File: src/hw/rtl/vrtc_pkg.sv
// Shared types and codes for the vertex removal tree check block.
package vrtc_pkg;

  localparam int unsigned ModeW    = 2;
  localparam int unsigned VtxW     = 4;
  localparam int unsigned VerdictW = 2;
  localparam int unsigned VcountW  = 5;

  localparam logic [VcountW-1:0] VcountReset = 5'd16;

  localparam logic [ModeW-1:0] MODE_CLEAR = 2'd0;
  localparam logic [ModeW-1:0] MODE_ADD   = 2'd1;
  localparam logic [ModeW-1:0] MODE_EVAL  = 2'd2;

  localparam logic [VerdictW-1:0] VERDICT_TREE  = 2'd0;
  localparam logic [VerdictW-1:0] VERDICT_DISC  = 2'd1;
  localparam logic [VerdictW-1:0] VERDICT_CYCLE = 2'd2;

  // Control strobes from the sequencer to the graph store.
  typedef struct packed {
    logic clr;
    logic wr_en;
    logic rd_en;
  } store_req_t;

  // One verdict handed from the sequencer to the output register.
  typedef struct packed {
    logic                last;
    logic [VerdictW-1:0] verdict;
    logic [VtxW-1:0]     vertex;
  } result_t;

endpackage

File: src/hw/rtl/vrtc_graph_store.sv
// Adjacency and repeated-edge row memory with per-row valid bits.
module vrtc_graph_store
  import vrtc_pkg::*;
#(
  parameter int unsigned MAX_V = 16,
  localparam int unsigned VW   = (MAX_V > 1) ? $clog2(MAX_V) : 1
) (
  input  logic             clk_i,
  input  logic             rst_ni,
  input  store_req_t       req_i,
  input  logic [VW-1:0]    rd_addr_i,
  input  logic [VW-1:0]    wr_addr_i,
  input  logic [MAX_V-1:0] wr_adj_i,
  input  logic [MAX_V-1:0] wr_rep_i,
  output logic [MAX_V-1:0] rd_adj_o,
  output logic [MAX_V-1:0] rd_rep_o
);

  logic [2*MAX_V-1:0] mem [MAX_V];
  logic [MAX_V-1:0]   row_vld_q;
  logic [2*MAX_V-1:0] rd_data_q;
  logic               rd_vld_q;

  // A row that was never written since the last clear reads as empty.
  always_ff @(posedge clk_i or negedge rst_ni) begin
    if (!rst_ni) begin
      row_vld_q <= '0;
      rd_vld_q  <= 1'b0;
    end else begin
      if (req_i.clr) begin
        row_vld_q <= '0;
      end else if (req_i.wr_en) begin
        row_vld_q[wr_addr_i] <= 1'b1;
      end
      if (req_i.rd_en) begin
        rd_vld_q <= row_vld_q[rd_addr_i];
      end
    end
  end

  always_ff @(posedge clk_i) begin
    if (req_i.wr_en) begin
      mem[wr_addr_i] <= {wr_rep_i, wr_adj_i};
    end
    if (req_i.rd_en) begin
      rd_data_q <= mem[rd_addr_i];
    end
  end

  assign rd_adj_o = rd_vld_q ? rd_data_q[MAX_V-1:0] : '0;
  assign rd_rep_o = rd_vld_q ? rd_data_q[2*MAX_V-1:MAX_V] : '0;

endmodule

File: src/hw/rtl/vrtc_ctrl.sv
// Sequencer: edge insertion, stack-based walk and edge count per removed vertex.
module vrtc_ctrl
  import vrtc_pkg::*;
#(
  parameter int unsigned MAX_V = 16,
  localparam int unsigned VW   = (MAX_V > 1) ? $clog2(MAX_V) : 1,
  localparam int unsigned NW   = $clog2(MAX_V + 1),
  localparam int unsigned CW   = $clog2(MAX_V * MAX_V + 1)
) (
  input  logic             clk_i,
  input  logic             rst_ni,
  input  logic [NW-1:0]    n_i,
  input  logic             in_valid_i,
  output logic             in_ready_o,
  input  logic [ModeW-1:0] mode_i,
  input  logic [VtxW-1:0]  src_i,
  input  logic [VtxW-1:0]  dst_i,
  input  logic             res_free_i,
  output logic             res_valid_o,
  output result_t          res_o,
  output store_req_t       st_req_o,
  output logic [VW-1:0]    st_rd_addr_o,
  output logic [VW-1:0]    st_wr_addr_o,
  output logic [MAX_V-1:0] st_wr_adj_o,
  output logic [MAX_V-1:0] st_wr_rep_o,
  input  logic [MAX_V-1:0] st_rd_adj_i,
  input  logic [MAX_V-1:0] st_rd_rep_i
);

  typedef enum logic [3:0] {
    S_IDLE, S_ADD_S, S_ADD_D, S_W_INIT, S_W_POP, S_W_ADDR, S_W_LOAD, S_W_PUSH,
    S_C_RD, S_C_ACC, S_EMIT
  } state_e;

  state_e              state_q, state_d;
  logic [VW-1:0]       s_q, s_d, d_q, d_d;
  logic                dup_q, dup_d;
  logic [VW-1:0]       v_q, v_d;
  logic [NW-1:0]       sp_q, sp_d;
  logic [MAX_V-1:0]    visited_q, visited_d;
  logic [MAX_V-1:0]    nb_q, nb_d;
  logic [NW-1:0]       row_q, row_d;
  logic [CW-1:0]       cnt_q, cnt_d;
  logic [VerdictW-1:0] verdict_q, verdict_d;

  logic [VW-1:0]    stk_mem [MAX_V];
  logic [VW-1:0]    stk_rd_q;
  logic             stk_we, stk_re;
  logic [VW-1:0]    stk_waddr, stk_raddr, stk_wdata;

  logic             accept;
  logic [MAX_V-1:0] keep, above, lowest;
  logic [VW-1:0]    low_idx, start;
  logic [CW-1:0]    pop_sum;
  logic             connected;
  logic             last_v;

  assign in_ready_o = (state_q == S_IDLE);
  assign accept     = in_valid_i && in_ready_o;
  assign last_v     = (NW'(v_q) == n_i - NW'(1));
  assign start      = last_v ? '0 : VW'(NW'(v_q) + NW'(1));

  // Vertices that stay in the graph while v is removed; bits above the
  // current row for the edge count.
  always_comb begin
    for (int j = 0; j < MAX_V; j++) begin
      keep[j]  = (32'(j) < 32'(n_i)) && (32'(j) != 32'(v_q));
      above[j] = (32'(j) > 32'(row_q));
    end
  end

  assign connected = ((visited_q & keep) == keep);

  // Lowest pending neighbor.
  always_comb begin
    low_idx = '0;
    for (int j = MAX_V - 1; j >= 0; j--) begin
      if (nb_q[j]) begin
        low_idx = VW'(j);
      end
    end
    lowest = MAX_V'(1) << low_idx;
  end

  // Shared counting unit: edges and repeat marks of one row above the diagonal.
  always_comb begin
    pop_sum = '0;
    for (int j = 0; j < MAX_V; j++) begin
      pop_sum = pop_sum + CW'(st_rd_adj_i[j] & keep[j] & above[j])
                        + CW'(st_rd_rep_i[j] & keep[j] & above[j]);
    end
  end

  always_comb begin
    state_d      = state_q;
    s_d          = s_q;
    d_d          = d_q;
    dup_d        = dup_q;
    v_d          = v_q;
    sp_d         = sp_q;
    visited_d    = visited_q;
    nb_d         = nb_q;
    row_d        = row_q;
    cnt_d        = cnt_q;
    verdict_d    = verdict_q;
    st_req_o     = '0;
    st_rd_addr_o = '0;
    st_wr_addr_o = '0;
    st_wr_adj_o  = '0;
    st_wr_rep_o  = '0;
    stk_we       = 1'b0;
    stk_re       = 1'b0;
    stk_waddr    = '0;
    stk_raddr    = '0;
    stk_wdata    = '0;
    res_valid_o  = 1'b0;

    case (state_q)
      S_IDLE: begin
        if (accept) begin
          case (mode_i)
            MODE_CLEAR: st_req_o.clr = 1'b1;
            MODE_ADD: begin
              if (!(src_i == dst_i || 32'(src_i) >= 32'(n_i) ||
                    32'(dst_i) >= 32'(n_i))) begin
                s_d             = VW'(src_i);
                d_d             = VW'(dst_i);
                st_req_o.rd_en  = 1'b1;
                st_rd_addr_o    = VW'(src_i);
                state_d         = S_ADD_S;
              end
            end
            MODE_EVAL: begin
              v_d     = '0;
              state_d = S_W_INIT;
            end
            default: ;
          endcase
        end
      end
      S_ADD_S: begin
        dup_d          = st_rd_adj_i[d_q];
        st_req_o.wr_en = 1'b1;
        st_wr_addr_o   = s_q;
        st_wr_adj_o    = st_rd_adj_i | (MAX_V'(1) << d_q);
        st_wr_rep_o    = st_rd_rep_i | (MAX_V'(st_rd_adj_i[d_q]) << d_q);
        st_req_o.rd_en = 1'b1;
        st_rd_addr_o   = d_q;
        state_d        = S_ADD_D;
      end
      S_ADD_D: begin
        st_req_o.wr_en = 1'b1;
        st_wr_addr_o   = d_q;
        st_wr_adj_o    = st_rd_adj_i | (MAX_V'(1) << s_q);
        st_wr_rep_o    = st_rd_rep_i | (MAX_V'(dup_q) << s_q);
        state_d        = S_IDLE;
      end
      S_W_INIT: begin
        visited_d = MAX_V'(1) << start;
        stk_we    = 1'b1;
        stk_waddr = '0;
        stk_wdata = start;
        sp_d      = NW'(1);
        state_d   = S_W_POP;
      end
      S_W_POP: begin
        if (sp_q == '0) begin
          if (!connected) begin
            verdict_d = VERDICT_DISC;
            state_d   = S_EMIT;
          end else begin
            row_d   = '0;
            cnt_d   = '0;
            state_d = S_C_RD;
          end
        end else begin
          sp_d      = sp_q - NW'(1);
          stk_re    = 1'b1;
          stk_raddr = VW'(sp_q - NW'(1));
          state_d   = S_W_ADDR;
        end
      end
      S_W_ADDR: begin
        st_req_o.rd_en = 1'b1;
        st_rd_addr_o   = stk_rd_q;
        state_d        = S_W_LOAD;
      end
      S_W_LOAD: begin
        nb_d    = st_rd_adj_i & keep & ~visited_q;
        state_d = S_W_PUSH;
      end
      S_W_PUSH: begin
        if (nb_q == '0) begin
          state_d = S_W_POP;
        end else begin
          visited_d = visited_q | lowest;
          nb_d      = nb_q & ~lowest;
          stk_we    = 1'b1;
          stk_waddr = VW'(sp_q);
          stk_wdata = low_idx;
          sp_d      = sp_q + NW'(1);
        end
      end
      S_C_RD: begin
        if (row_q == n_i) begin
          verdict_d = (cnt_q != (CW'(n_i) - CW'(2))) ? VERDICT_CYCLE : VERDICT_TREE;
          state_d   = S_EMIT;
        end else begin
          st_req_o.rd_en = 1'b1;
          st_rd_addr_o   = VW'(row_q);
          state_d        = S_C_ACC;
        end
      end
      S_C_ACC: begin
        if (keep[VW'(row_q)]) begin
          cnt_d = cnt_q + pop_sum;
        end
        row_d   = row_q + NW'(1);
        state_d = S_C_RD;
      end
      S_EMIT: begin
        if (res_free_i) begin
          res_valid_o = 1'b1;
          if (last_v) begin
            state_d = S_IDLE;
          end else begin
            v_d     = v_q + VW'(1);
            state_d = S_W_INIT;
          end
        end
      end
      default: state_d = S_IDLE;
    endcase
  end

  assign res_o.vertex  = VtxW'(v_q);
  assign res_o.verdict = verdict_q;
  assign res_o.last    = last_v;

  always_ff @(posedge clk_i or negedge rst_ni) begin
    if (!rst_ni) begin
      state_q   <= S_IDLE;
      s_q       <= '0;
      d_q       <= '0;
      dup_q     <= 1'b0;
      v_q       <= '0;
      sp_q      <= '0;
      visited_q <= '0;
      nb_q      <= '0;
      row_q     <= '0;
      cnt_q     <= '0;
      verdict_q <= VERDICT_TREE;
    end else begin
      state_q   <= state_d;
      s_q       <= s_d;
      d_q       <= d_d;
      dup_q     <= dup_d;
      v_q       <= v_d;
      sp_q      <= sp_d;
      visited_q <= visited_d;
      nb_q      <= nb_d;
      row_q     <= row_d;
      cnt_q     <= cnt_d;
      verdict_q <= verdict_d;
    end
  end

  // Walk stack; every entry is written before the walk pops it.
  always_ff @(posedge clk_i) begin
    if (stk_we) begin
      stk_mem[stk_waddr] <= stk_wdata;
    end
    if (stk_re) begin
      stk_rd_q <= stk_mem[stk_raddr];
    end
  end

endmodule

File: src/hw/rtl/vertex_removal_tree_check_top.sv
// Top level of the vertex removal tree check block.
//
// The block holds an undirected graph of up to MAX_V vertices. Each input
// transaction carries a mode in s_axis_tuser: clear the graph, add the edge
// between the two vertices in s_axis_tdata, or evaluate. Self-loops, repeats
// and endpoints at or beyond the vertex count add no new edge; a repeat is
// remembered and counts as one extra edge. An edge insertion is a
// read-modify-write of both rows in the shared row memory. Evaluation
// removes each vertex v in turn and produces one output transaction per v:
// tree, not connected or has cycles, with tlast on the final vertex. Per
// removed vertex the sequencer walks the remaining vertices with an explicit
// stack, one reached vertex at a time, then counts the kept edges row by row
// over the n-vertex graph, and then emits the verdict.
// s_axis_tready is high only while the sequencer is idle. A single output
// register holds each verdict; while the receiver stalls, the sequencer
// waits before the next verdict. Reset empties the graph and sets the
// vertex count to 16. Write cfg_wdata_i only while the block is idle.
module vertex_removal_tree_check_top
  import vrtc_pkg::*;
#(
  parameter int unsigned MAX_V = 16
) (
  input  logic               clk_i,
  input  logic               rst_ni,
  input  logic               cfg_we_i,
  input  logic [VcountW-1:0] cfg_wdata_i,    // vertex_count
  input  logic               s_axis_tvalid,
  output logic               s_axis_tready,
  input  logic [7:0]         s_axis_tdata,   // src_vertex[3:0], dst_vertex[7:4]
  input  logic [ModeW-1:0]   s_axis_tuser,   // mode[1:0]
  output logic               m_axis_tvalid,
  input  logic               m_axis_tready,
  output logic [7:0]         m_axis_tdata,   // removed_vertex[3:0], verdict[5:4], zeros
  output logic               m_axis_tlast
);

  localparam int unsigned VW = (MAX_V > 1) ? $clog2(MAX_V) : 1;
  localparam int unsigned NW = $clog2(MAX_V + 1);

  logic [VcountW-1:0] vcount_q;
  logic [NW-1:0]      n_eff;

  store_req_t       st_req;
  logic [VW-1:0]    st_rd_addr, st_wr_addr;
  logic [MAX_V-1:0] st_wr_adj, st_wr_rep, st_rd_adj, st_rd_rep;

  logic    res_valid, res_free;
  result_t res;
  logic    out_valid_q;
  result_t out_q;

  // Vertex count register; the value in use is saturated into 2 .. MAX_V.
  always_ff @(posedge clk_i or negedge rst_ni) begin
    if (!rst_ni) begin
      vcount_q <= VcountReset;
    end else if (cfg_we_i) begin
      vcount_q <= cfg_wdata_i;
    end
  end

  always_comb begin
    if (vcount_q < VcountW'(2)) begin
      n_eff = NW'(2);
    end else if (32'(vcount_q) > MAX_V) begin
      n_eff = NW'(MAX_V);
    end else begin
      n_eff = NW'(vcount_q);
    end
  end

  vrtc_graph_store #(
    .MAX_V(MAX_V)
  ) u_store (
    .clk_i    (clk_i),
    .rst_ni   (rst_ni),
    .req_i    (st_req),
    .rd_addr_i(st_rd_addr),
    .wr_addr_i(st_wr_addr),
    .wr_adj_i (st_wr_adj),
    .wr_rep_i (st_wr_rep),
    .rd_adj_o (st_rd_adj),
    .rd_rep_o (st_rd_rep)
  );

  vrtc_ctrl #(
    .MAX_V(MAX_V)
  ) u_ctrl (
    .clk_i       (clk_i),
    .rst_ni      (rst_ni),
    .n_i         (n_eff),
    .in_valid_i  (s_axis_tvalid),
    .in_ready_o  (s_axis_tready),
    .mode_i      (s_axis_tuser),
    .src_i       (s_axis_tdata[3:0]),
    .dst_i       (s_axis_tdata[7:4]),
    .res_free_i  (res_free),
    .res_valid_o (res_valid),
    .res_o       (res),
    .st_req_o    (st_req),
    .st_rd_addr_o(st_rd_addr),
    .st_wr_addr_o(st_wr_addr),
    .st_wr_adj_o (st_wr_adj),
    .st_wr_rep_o (st_wr_rep),
    .st_rd_adj_i (st_rd_adj),
    .st_rd_rep_i (st_rd_rep)
  );

  // Output register: a new verdict may enter as the held one leaves.
  assign res_free = !out_valid_q || m_axis_tready;

  always_ff @(posedge clk_i or negedge rst_ni) begin
    if (!rst_ni) begin
      out_valid_q <= 1'b0;
    end else if (res_free) begin
      out_valid_q <= res_valid;
    end
  end

  always_ff @(posedge clk_i) begin
    if (res_free && res_valid) begin
      out_q <= res;
    end
  end

  assign m_axis_tvalid = out_valid_q;
  assign m_axis_tdata  = {2'b00, out_q.verdict, out_q.vertex};
  assign m_axis_tlast  = out_q.last;

endmodule

File: config.mk
export PLATFORM = sky130hd
export DESIGN_NAME = vertex_removal_tree_check_top
export DESIGN_NICKNAME = d
export VERILOG_FILES = /design/src/hw/rtl/vrtc_pkg.sv /design/src/hw/rtl/vrtc_graph_store.sv /design/src/hw/rtl/vrtc_ctrl.sv /design/src/hw/rtl/vertex_removal_tree_check_top.sv
export SDC_FILE = /design/constraint.sdc
export NUM_CORES = 1
export LEC_CHECK = 0
export BUFFER_PORTS_ARGS = -buffer_cell sky130_fd_sc_hd__buf_4
export CAP_MARGIN = 20
export CORE_ASPECT_RATIO = 1.1
export CORE_MARGIN = 2
export CORE_UTILIZATION = 35
export DETAILED_ROUTE_END_ITERATION = 8
export GPL_ROUTABILITY_DRIVEN = 0
export MAX_ROUTING_LAYER = met4
export PLACE_DENSITY_LB_ADDON = 0.05
export SYNTH_ARGS = -nofsm -noshare
export SYNTH_HDL_FRONTEND = slang
export SYNTH_SLANG_ARGS = --single-unit
File: constraint.sdc
create_clock -name clk_i -period 7.55 [get_ports clk_i]
set_input_delay 0.755 -clock clk_i [delete_from_list [all_inputs] [get_ports clk_i]]
set_output_delay 0.755 -clock clk_i [all_outputs]
set_load 0.01 [all_outputs]
======== Word level (Yosys, flattened, before mapping) ========
Memories as Yosys holds them, arrays and structs flattened. A register that Yosys moved wholly into a read port is not among the register bits.
Index checks and enable logic that the tools add are counted.
word-level totals
  memories ................................ 2
  memory bits (writable) .................. 576
  register bits after elaboration ......... 100
  word-level logic and storage cells ...... 366
  bits in read-only memories .............. 0
  input port bits ......................... 20
  output and inout bits ................... 11
  bits in latches ......................... 0
memory list
  name            words  bits a word  read ports  clocked after memory_dff  write ports  RTL line                source
  u_store.mem     16     32           1           1                         1            vrtc_graph_store.sv:19  logic [2*MAX_V-1:0] mem [MAX_V];
  u_ctrl.stk_mem  16     4            1           1                         1            vrtc_ctrl.sv:46         logic [VW-1:0] stk_mem [MAX_V];
cells by class
  bitwise operators ....................... 73
  muxes and demuxes ....................... 98
  magnitude comparators ................... 40
  equal/unequal tests ..................... 46
  $add $sub $neg .......................... 37
  shifts and indexed selects .............. 6
  $mul .................................... 0
  divide/modulo/power cells ............... 0
  reduce and logical (&&, ||, !) cells .... 46
operators with widths
  cell                    count
  $add A9 B9 Y9           30
  $and A9 B1 Y9           30
  $mux W4                 35
  $pmux W16 S2            4
  $mux W16                6
  $or A16 B16 Y16         6
  $and A16 B16 Y16        4
  $shl A1 B4 Y16 const A  4
  $gt A4 B5 Y1 const A    8
  $lt A4 B5 Y1 const A    8
  $pmux W4 S10            1
  $ne A4 B4 Y1 const A    8
  $not A16 Y16            2
  $pmux W4 S2             4
  $shl A1 B4 Y16          2
  $and A1 B1 Y1           30
  $mux W5                 6
  $mux W9                 3
  $mux W1                 21
  $gt A3 B5 Y1 const A    4
  $lt A3 B5 Y1 const A    4
  $lt A4 B5 Y1 const B    4
  $logic_and A1 B1 Y1     19
  $pmux W9 S2             1
  53 further kinds        102

======== Depth between registers and ports, before layout ========
  depth after elaboration ................. 39
  depth in mapped cells ................... 33
  mapped depth without buffers ............ 32

======== By module ========
Synthesis repeated with hierarchy kept, for this count alone.
second synthesis, totals
  cells, all modules ...................... 1962
  area, all modules ....................... 31781.7 um^2
by module, submodules not included
  module                         area an instance (um^2)  times used  cells each  sequential area each (um^2)
  vrtc_graph_store               21171.6                  1           859         16761.1
  vrtc_ctrl                      10112.2                  1           1072        3793.6
  vertex_removal_tree_check_top  498.0                    1           31          361.6

======== Worst setup path before layout ========
No wires, ideal clock.
  path type ............................... reg2reg
  start ................................... register vcount_q[4]
  end ..................................... register u_ctrl.cnt_q[8]
  arrival time ............................ 7296 ps
  clock period less this slack ............ 7424 ps
  buffers on the path ..................... 2
  cell stages (with the launch flop) ...... 28
  setup time .............................. 128 ps
  path slack .............................. 126 ps
  data required time ...................... 7422 ps
  cells stage by stage .................... dfstp_2 buf_2 buf_1 nor2_1 inv_1 ha_1 or3b_2 a31oi_1 a221oi_1 and3_1 nand2_1 fa_1 fa_1 fa_1 fa_1 fa_1 fa_1 fa_1 fa_1 nor2b_1 o21ai_0 nand2b_1 a21o_1 a21o_1 a21o_1 a21oi_1 o21ai_0 o31ai_1
on the way
  cells in the longest elaborated chain, start to end .. 39
  elaborated cells on any way between the ends .. 135
  classes of those cells .................. add/sub (30); order compare (18); eq/ne (3); mux (6); bitwise (61); reduce/logical (17)
RTL lines
  element                           RTL line                             source
  start, declared                   vertex_removal_tree_check_top.sv:40  logic [VcountW-1:0] vcount_q;
  start signal, assigned            vertex_removal_tree_check_top.sv:55  vcount_q <= VcountReset;
  start signal, assigned            vertex_removal_tree_check_top.sv:57  vcount_q <= cfg_wdata_i;
  $gt A5 B5 Y1                      vertex_removal_tree_check_top.sv:64  end else if (32'(vcount_q) > MAX_V) begin
  $mux W5                           vertex_removal_tree_check_top.sv:64
  $mux W5 *                         vertex_removal_tree_check_top.sv:62  if (vcount_q < VcountW'(2)) begin
  $lt A1 B5 Y1                      vrtc_ctrl.sv:67                      keep[j] = (32'(j) < 32'(n_i)) && (32'(j) != 32'(v_q));
  $logic_and A1 B1 Y1               vrtc_ctrl.sv:67
  $and A1 B1 Y1 (on tied branches)  vrtc_ctrl.sv:89, vrtc_ctrl.sv:90
  $and A9 B1 Y9 (on tied branches)  vrtc_ctrl.sv:89, vrtc_ctrl.sv:90
  $add A9 B9 Y9                     vrtc_ctrl.sv:90                      + CW'(st_rd_rep_i[j] & keep[j] & above[j]);
  (+23 left out)                    --
  $add A9 B9 Y9                     vrtc_ctrl.sv:90
  $add A9 B9 Y9                     vrtc_ctrl.sv:89                      pop_sum = pop_sum + CW'(st_rd_adj_i[j] & keep[j] & above[j])
  $add A9 B9 Y9                     vrtc_ctrl.sv:90
  $add A9 B9 Y9                     vrtc_ctrl.sv:89
  $add A9 B9 Y9                     vrtc_ctrl.sv:90
  $add A9 B9 Y9                     vrtc_ctrl.sv:216                     cnt_d = cnt_q + pop_sum;
  $mux W9                           vrtc_ctrl.sv:215                     if (keep[VW'(row_q)]) begin
  $pmux W9 S2                       vrtc_ctrl.sv:118                     case (state_q)
  end signal, assigned              vrtc_ctrl.sv:263                     cnt_q <= cnt_d;
  end, declared                     vrtc_ctrl.sv:43                      logic [CW-1:0] cnt_q, cnt_d;
Mark *: on every way between the ends. The rest lies on a longest branch, timed or not. The select of a mux whose other input is x is not followed.
A chain may end at the register's enable or synchronous reset.

======== Worst setup path in the final report ========
Same ends and word-level chain as after synthesis.

==> out/qor.csv <==
stage,metric,value,unit
grt,first-pass GRT wire length,142,mm
worst_setup_path,crit path kind,reg2reg,
grt,GRT overflow,0,
synthesis,Yosys top cell by area,edfxtp_1,
timing,Clock Skew,0.0375,ns
place,port bufs,28,
synthesis,Syn. warnings,0,
floorplan,row count,116,
synthesis,Mapped Area,31900,µm²
synthesis,top post-synthesis cells by count,"edfxtp_1, nand2_1, nor2_1",
final_layout,design area,36500,µm²
floorplan,Placeable Area,90700,µm²
final_layout,Area Overhead vs Synth,14.2,%
timing,period utilisation layout,96.0,%
clock_network,Num CTS Buffers,78,
place,HPWL after DPL,59.8,mm
clock_network,Root Driver,clkbuf_16,
synthesis,synth top area cells,"edfxtp_1, dfrtp_1, nand2_1",
power,leakage power,0.0126,µW
timing,post-route setup TNS,0,ns
power,Pwr Density,433,nW/µm²
routing,drt drc,0,
grt,gr busiest metal,met2,
routing,post-DR wirelength/cell,26.0,µm
timing,Slew HR,26.9,%
synthesis,top cell type's share of synthesized area,56.6,%
floorplan,Starting Density,35.2,%
clock_network,CTS tree,done,
synthesis,"FF+latch count, synth",695,
grt,total track usage,21.2,%
worst_setup_path,CP required,8.06,ns
synthesis,Synth Instances,2427,
timing,fin crit period,7.25,ns
synthesis,Post-synth EDFFs,602,
grt,initial antenna violation count,0,
grt,Global Route met2 Usage,35.7,%
timing,Final setup violation count,0,
routing,vias per inst,5.54,
grt,via count of the first global-routing pass,20500,
timing,final slew viol count,0,
final_layout,n_diodes,0,
final_layout,post-route insts no fill,3719,
synthesis,sequential cell area fraction in the yosys report,63.9,%
synthesis,top-count cell post-synth,edfxtp_1,
synthesis,Syn Area/Cell,13.2,µm²
grt,largest net degree at the start of global routing,89,
worst_setup_path,CP Launch Type,flop,
clock_network,Clock Path Buffers,3,
worst_setup_path,crit path max fanout,6,
routing,drt first pass iters,8,
run_status,outcome,"complete, no violations",
routing,WL final,96.7,mm
clock_network,"Clk Latency, worst-skew pair",0.65,ns
timing,Max Clk Rate,0.138,GHz
floorplan,DIE AREA,93700,µm²
clock_network,CTS clock-pin slew for the worst setup and hold paths,0.06,ns
place,placed cell areas,33800,µm²
floorplan,die width,292,µm
timing,Least-Margin Pin Slew,1.10,ns
grt,M1 GR Usage,26.8,%
routing,total number of vias,20600,
grt,GR Layer Usage met3,3.32,%
worst_setup_path,CP Capture Type,flop,
hold_path,hold crit path type,in2reg,
power,Design Power,15800,µW
timing,final-report hold violation count,0,
synthesis,Netlist cell types,76,
floorplan,Die Ht,321,µm
worst_setup_path,arrival time at the worst endpoint,7.76,ns
final_layout,fillers,8472,
routing,violation count after the first detailed-routing iteration,1841,
job,max-capacitance violation count,0,
final_layout,fraction of layout cells with a size suffix above 1,14.7,%
floorplan,Ports,31,
synthesis,ys async rst share,13.4,%
power,Worst VDD drop,0.000239,V
synthesis,predominant post-synthesis flop cell,edfxtp_1,
final_layout,layout net count,2564,
routing,"antenna viol nets, final",0,
place,cell count after placement,3563,
clock_network,clk sinks,695,
clock_network,H-Tree Depth,3,
[worst max-delay path, cell delays in order, from the launching register on]
cell and delay, ns:
dfstp_2 0.59, inv_1 0.08, nand2_2 0.14, ha_1 0.18, or3b_2 0.46, a31oi_1 0.23, a221oi_2 0.10, and3_1 0.22
nand2_1 0.09, fa_1 0.45, fa_1 0.52, fa_1 0.57, fa_1 0.46, fa_1 0.52, fa_1 0.52, fa_1 0.47
fa_1 0.39, nor2b_1 0.15, o21ai_0 0.10, nand2b_1 0.13, a21o_1 0.14, a21o_1 0.16, a21o_1 0.15, a21oi_1 0.07
o21ai_1 0.15, o31ai_1 0.08
[worst paths after layout]
| check | startpoint | end | slack (ns) | depth (start not counted) |
|---|---|---|---|---|
| setup / recovery | vcount_q[4] | u_ctrl.cnt_q[8] | 0.30 | 25 |
| hold / removal | cfg_we_i | vcount_q[4] | 0.33 | 2 |
| setup reg to reg | vcount_q[4] | u_ctrl.cnt_q[8] | 0.30 | 25 |
| hold reg to reg | u_ctrl.verdict_q[1] | m_axis_tdata[5] | 0.45 | 0 |
| max in group asynchronous | rst_ni | u_store.rd_vld_q | 5.61 | 3 |
| min in group asynchronous | rst_ni | u_ctrl.v_q[3] | 0.57 | 2 |
[layout make-up]
class                   instances  area, µm²  share of cell area, %
clock buffers                 103       2110                   5.78
clock inverters                41        430                   1.18
inverters                      60        225                  0.617
multi-input cells            1523      10900                   29.8
flip-flops and latches        695      20400                   55.9
well taps                    1180       1480                   4.05
repair buffers                117        962                   2.64
[registers in the layout (all words and copies together), names as in the netlist]
signal	cells
u_ctrl.stk_rd_q	4
m_axis_tlast	1
m_axis_tvalid	1
m_axis_tdata	6
u_ctrl.stk_mem	64
u_ctrl.v_q	4
u_ctrl.visited_q	16
vcount_q	5
u_ctrl.verdict_q	2
u_ctrl.dup_q	1
u_ctrl.d_q	4
u_ctrl.cnt_q	9
u_store.rd_data_q	31
u_store.mem	496
u_ctrl.s_q	4
u_ctrl.state_q	4
u_store.row_vld_q	16
u_ctrl.sp_q	5
u_ctrl.nb_q	16
u_store.rd_vld_q	1
u_ctrl.row_q	5
[power breakdown]
group	internal, µW	switching, µW	leakage [µW]
Sequential	5200	516	0.00683
Combinational	2270	4020	0.00456
Clock	2220	1560	0.00123
[logic make-up after synthesis]
kind of cell | Yosys count | synth area share (%)
adder cells (fa/ha/maj) | 69 | 3.27
other | 1 | 0.0117
buffers and inverters | 210 | 2.83
AO/OA/AOI/OAI | 536 | 12.6
XOR/XNOR | 21 | 0.576
AND/OR/NAND/NOR | 752 | 11.1
multiplexers | 143 | 5.77
flip-flops | 695 | 63.9
[metal layers]
metal	part of all wire, %	vias up
li1	-	9342
met1	43	10600
met2	50	560
met3	4.7	120
met4	2.1	0
met5	0	-
[metrics by stage]
step | hold slack (ns) | setup WS [ns] | utilization [%]
after floorplan | 0.420 | 0.126 | -
after global placement | 0.442 | 0.0817 | 37.2
after detailed placement | 0.448 | 0.0963 | 37.2
after CTS | 0.296 | 0.0213 | 40.0
after global routing | 0.335 | -0.00357 | 40.2
final | 0.327 | 0.299 | 40.2
[repair_timing]
item / 4_1_cts / 5_1_grt
resized for setup: 0 / 16
endpoints found under the setup margin: 0 / 3
setup buffers: 0 / 2
hold buffers: 1 / 0
hold endpoints to repair: 12 / 0
[layout by cell type (no fill, tap or decap), types with 10 or more instances in the layout]
cell type / instances
a211oi_1: 78
a211oi_2: 27
a21o_1: 12
a21oi_1: 83
a221o_1: 33
a222oi_1: 15
a22oi_1: 11
a31oi_1: 76
and2_1: 99
and3_1: 36
buf_4: 109
clkbuf_1: 21
clkbuf_16: 80
clkinv_1: 16
clkinv_2: 10
dfrtp_1: 91
edfxtp_1: 602
fa_1: 24
ha_1: 44
inv_1: 59
mux2_2: 39
mux2i_1: 75
mux4_2: 29
nand2_1: 299
nand2b_1: 22
nand3_1: 37
nand4_1: 10
nor2_1: 123
nor2_4: 18
nor2b_1: 28
nor3_1: 28
o21a_1: 18
o21ai_0: 59
o31ai_1: 13
o32ai_1: 32
xnor2_1: 11
xor2_1: 10
(Power assumes the default switching activity.)
